===== src/sv/dcte_pkg.sv =====
package dcte_pkg;

    localparam int unsigned NUM_CHECK_BITS = 8;

    // Parity masks for the 64-bit doubleword check bits
    localparam logic [63:0] ECC_MASKS [NUM_CHECK_BITS] = '{
        64'h0738C808099264FF,
        64'h38C808099264FF07,
        64'hC808099264FF0738,
        64'h08099264FF0738C8,
        64'h099264FF0738C808,
        64'h9264FF0738C80809,
        64'h64FF0738C8080992,
        64'hFF0738C808099264
    };

    // Valid line state codes
    localparam logic [4:0] LSTATE_A = 5'h0F;
    localparam logic [4:0] LSTATE_B = 5'h13;
    localparam logic [4:0] LSTATE_C = 5'h19;
    localparam logic [4:0] LSTATE_D = 5'h16;
    localparam logic [4:0] LSTATE_E = 5'h1C;

    localparam logic CMD_TAG  = 1'b0;
    localparam logic CMD_DATA = 1'b1;

    typedef struct packed {
        logic        cmd;
        logic [31:0] tag_high;
        logic [39:0] tag_low;
        logic [63:0] data_word;
        logic [7:0]  check_byte;
        logic        last;
    } req_t;

    typedef struct packed {
        logic       state_err;
        logic       addr_err;
        logic [4:0] line_state;
    } tag_res_t;

    typedef struct packed {
        logic       single_err;
        logic       multi_err;
        logic [7:0] syndrome;
    } data_res_t;

    typedef struct packed {
        logic       tag_state_error;
        logic       tag_address_error;
        logic       data_single_error;
        logic       data_multi_error;
        logic [7:0] syndrome;
        logic [4:0] line_state;
        logic [3:0] summary_flags;
        logic       last_out;
    } rsp_t;

endpackage


===== src/sv/dcte_tag_check.sv =====
module dcte_tag_check (
    input  logic                enable,
    input  logic [31:0]         tag_high,
    input  logic [39:0]         tag_low,
    output dcte_pkg::tag_res_t  res
);

    logic [4:0] lstate;
    logic       state_ok;
    logic       par_hi;
    logic       par_lo;

    always_comb
    begin
        lstate   = tag_high[29:25];
        state_ok = (lstate == dcte_pkg::LSTATE_A) || (lstate == dcte_pkg::LSTATE_B) ||
                   (lstate == dcte_pkg::LSTATE_C) || (lstate == dcte_pkg::LSTATE_D) ||
                   (lstate == dcte_pkg::LSTATE_E);
        par_hi   = ^tag_low[39:26];
        par_lo   = ^tag_low[25:13];

        res.line_state = enable ? lstate : 5'd0;
        res.state_err  = enable && !state_ok;
        // parity only meaningful on a valid line
        res.addr_err   = enable && state_ok &&
                         ((tag_low[11] ^ par_hi) || (tag_low[10] ^ par_lo));
    end

endmodule


===== config.mk =====
export PLATFORM = sky130hd
export DESIGN_NAME = dcte_tag_check
export DESIGN_NICKNAME = d
export VERILOG_FILES = /design/src/sv/dcte_pkg.sv /design/src/sv/dcte_tag_check.sv
export SDC_FILE = /design/constraint.sdc
export NUM_CORES = 1
export LEC_CHECK = 0
export BUFFER_PORTS_ARGS = -buffer_cell sky130_fd_sc_hd__buf_2
export CAP_MARGIN = 20
export CORE_MARGIN = 8
export CORE_UTILIZATION = 24
export DETAILED_ROUTE_END_ITERATION = 8
export PLACE_DENSITY = 0.92
export SLEW_MARGIN = 0
export SYNTH_ARGS = -nofsm -noshare
export SYNTH_HDL_FRONTEND = slang
export SYNTH_SLANG_ARGS = --single-unit

===== constraint.sdc =====
create_clock -name vclk -period 2
set_input_delay 0.4 -clock vclk [all_inputs]
set_output_delay 0.4 -clock vclk [all_outputs]
set_load 0.005 [all_outputs]

Word level (Yosys, flattened, before mapping)
Index checks and enable logic that the tools add are counted.
Widths: inputs -> output; s select.

word-level totals
  flip-flop bits (word level) = 0
  output and inout port bits = 7
  logic and storage cells = 19

cells by class
  eq/ne operators = 5
  multiplexer cells = 1
  bitwise gates (word level) = 2
  reductions and logical operators = 11

operator list
  operator            count
  $eq 5x5->1 const B  4
  $reduce_xor 14->1   1
  $reduce_xor 13->1   1
  $eq 5x4->1 const B  1
  $logic_or 1x1->1    5
  $mux 5              1
  $logic_and 1x1->1   3
  $xor 1x1->1         2
  $logic_not 1->1     1

Longest topological paths before layout
  depth in word-level cells = 7
  depth in mapped cells = 4

Worst setup path after synthesis
No wires, ideal clock.

  kind = in2out
  from = input tag_low[20]
  to = output res[5] (netlist bit)
  arrival time = 1474 ps
  required time = 1600 ps
  setup slack = 126 ps
  cell stages on the path = 4
  path buffers = 0
  cell sequence = xor2_1 > xnor3_1 > xnor3_1 > o211a_1

RTL lines
  what             line                 source
  start, declared  dcte_tag_check.sv:4  input logic [39:0] tag_low,
  end, declared    dcte_tag_check.sv:5  output dcte_pkg::tag_res_t res

==> impl_results.md <==
* Fin Setup TNS at -11.6 ps
* Sequential-to-total area share from yosys stat at 0
* Hold Crit Class: in -> out
* Drt wl/cell at ~12 microns
* Non-Filler Instances at between 90 and 100
* Endpoints failing setup at 1
* Cells after synthesis at 36
* Period minus WS final at 2010 ps
* Synth Area in Simple Gates at 0.147
* Seq. cell area at 0 sq um
* CP endpoint kind: output port
* Final Cycle Share at 1.01
* Drt pass-1 iters at 4
* DRC Markers at 0
* Routed WL at 1110 microns
* Gr ovfl total at 0
* Most frequent cells in the layout: buf_2, xnor2_1, and2_1, xnor3_1, xor2_1
* Ant. Diodes at 0
* # IOs at 80
* RSZ-0062 raised after global routing: true
* Placed cell count at 93
* Vias at about 400
* First-pass GRT wire length at 1640 microns
* Critical path class: in -> out
* F_max at 0.497 GHz
* Syn Area/Cell at 9.70 sq um
* Die ar. at just under 3000 sq um
* Required @ worst endpoint at 1600 ps
* Peak supply drop at 0.000103 V
* Post-route core utilization at 0.448
* Count of final hold-check violations at 0
* Die Y at 54.1 microns
* Pwr/cell area at about 320 nW/um^2
* Yosys warnings at 0
* Xor-xnor portion of the synthesized cell area at 0.799
* Slew HR at 0.850
* Routed Antenna Nets at 0
* CTS Hold Bufs at 0
* Mux contribution to synthesized area at 0
* # rows at 13
* Cell area after layout at 598 sq um
* Final Max Slew Viols at 0
* Yosys cell types at 10
* Worst EP arrival at between 1500 and 2000 ps
* Fillers at 125
* Seq cells at 0
* Static Leak at 0.346 nW
* Adder-cell share of the synthesized area at 0
* All-Layer GR Usage at 0.0688
* Failing checks: negative setup slack
* Via-to-Cell Ratio at 4.33
* Largest family of logic cells by synthesized area: XOR/XNOR gates
* Vias in the first global route at 412
* Post-synthesis cell area at 349 sq um
* DRT iter0 DRCs at 1
* Port buffer count at 42
* Nets at 153
* Max FO, Critical Path at 1
* Post-route setup slack at -11.6 ps
* Die span in x at 54.1 microns
* Maxcap violations at 0
* Area grow syn2layout at 71.3%
* Share of cells above drive strength 1 at 0.551
* Placed inst area at 578 sq um
* Pin count of the biggest net entering global routing at 8
* Setup crit start kind: input port
* GPL Wtd Cong at 0.665
* Clock buf count at 0
* Commonest non-fill, non-tap cell in the layout: buf_2
* Effective utilization at floorplan at 0.262
* DP Wirelength at 1030 microns
* Initial antenna violation count at 0
* Post-CTS Setup Inserts at 0
* Tightest Pin Transition at 223 ps
* Status: finished, violations left
* Synth Area in Compound Gates at 0.0430
* Syn_nets at 109
* Core box area at 1330 sq um
## final timing paths
kind                      from  endpoint  slack, ps  depth (start not counted)
hold / removal    tag_high[29]    res[4]       1110                          3
setup / recovery   tag_low[36]    res[5]        -10                          6
## critical path, stage by stage
cell and delay, ps:
buf_6 60, xnor3_1 370, xnor3_1 220, xnor3_1 220, o211a_1 220, buf_2 120
## per-layer routing
| metal | track usage | routed length (microns) | up-vias |
|---|---|---|---|
| met2 | 0.130 | 495 | 33 |
| li1 | - | - | 202 |
| met5 | 0 | 0 | - |
| met1 | 0.0788 | 387 | 168 |
| met3 | 0.0193 | 232 | 0 |
| met4 | 0 | 0 | 0 |
## kinds of logic after synthesis
group           Yosys count
compound gates            2
xor+xnor                 24
buf+inv                   1
simple gates              9
## where the power goes
group          total (mW)  internal [mW]  switching (mW)
Clock                   0              0               0
Combinational       0.194          0.131          0.0631
Sequential              0              0               0
Total               0.194          0.131          0.0631
## final cells by class
type                       instances  area [sq um]  area share
inverter                           1          3.75     0.00628
timing repair buffer              42           223       0.372
tap                               15          18.8      0.0314
multi-input combinational         35           353       0.590
## synthesized netlist by cell type, drive strengths merged
| cell | n | area share |
|---|---|---|
| and2 | 5 | 0.090 |
| inv | 1 | 0.011 |
| nand2b | 1 | 0.018 |
| nand3 | 2 | 0.029 |
| nor2 | 1 | 0.011 |
| o211a | 1 | 0.029 |
| o21ai | 1 | 0.014 |
| xnor2 | 15 | 0.38 |
| xnor3 | 5 | 0.32 |
| xor2 | 4 | 0.10 |
## through the flow
stage	power [mW]	hold WS, ps	worst slack, ps
after floorplan	0.131	871	126
after global placement	0.189	1110	-143
after detailed placement	0.196	1120	-164
after CTS	0.198	1120	-36.7
after global routing	0.217	1130	-98.5
final	0.194	1110	-11.6
## repair_timing
| action | CTS | global route |
|---|---|---|
| endpoints found under the setup margin | 1 | 1 |
| endpoints found under the hold margin | 0 | 0 |
| pin swaps | 3 | 1 |
| resized for setup | 2 | 1 |
(Power assumes the default switching activity.)
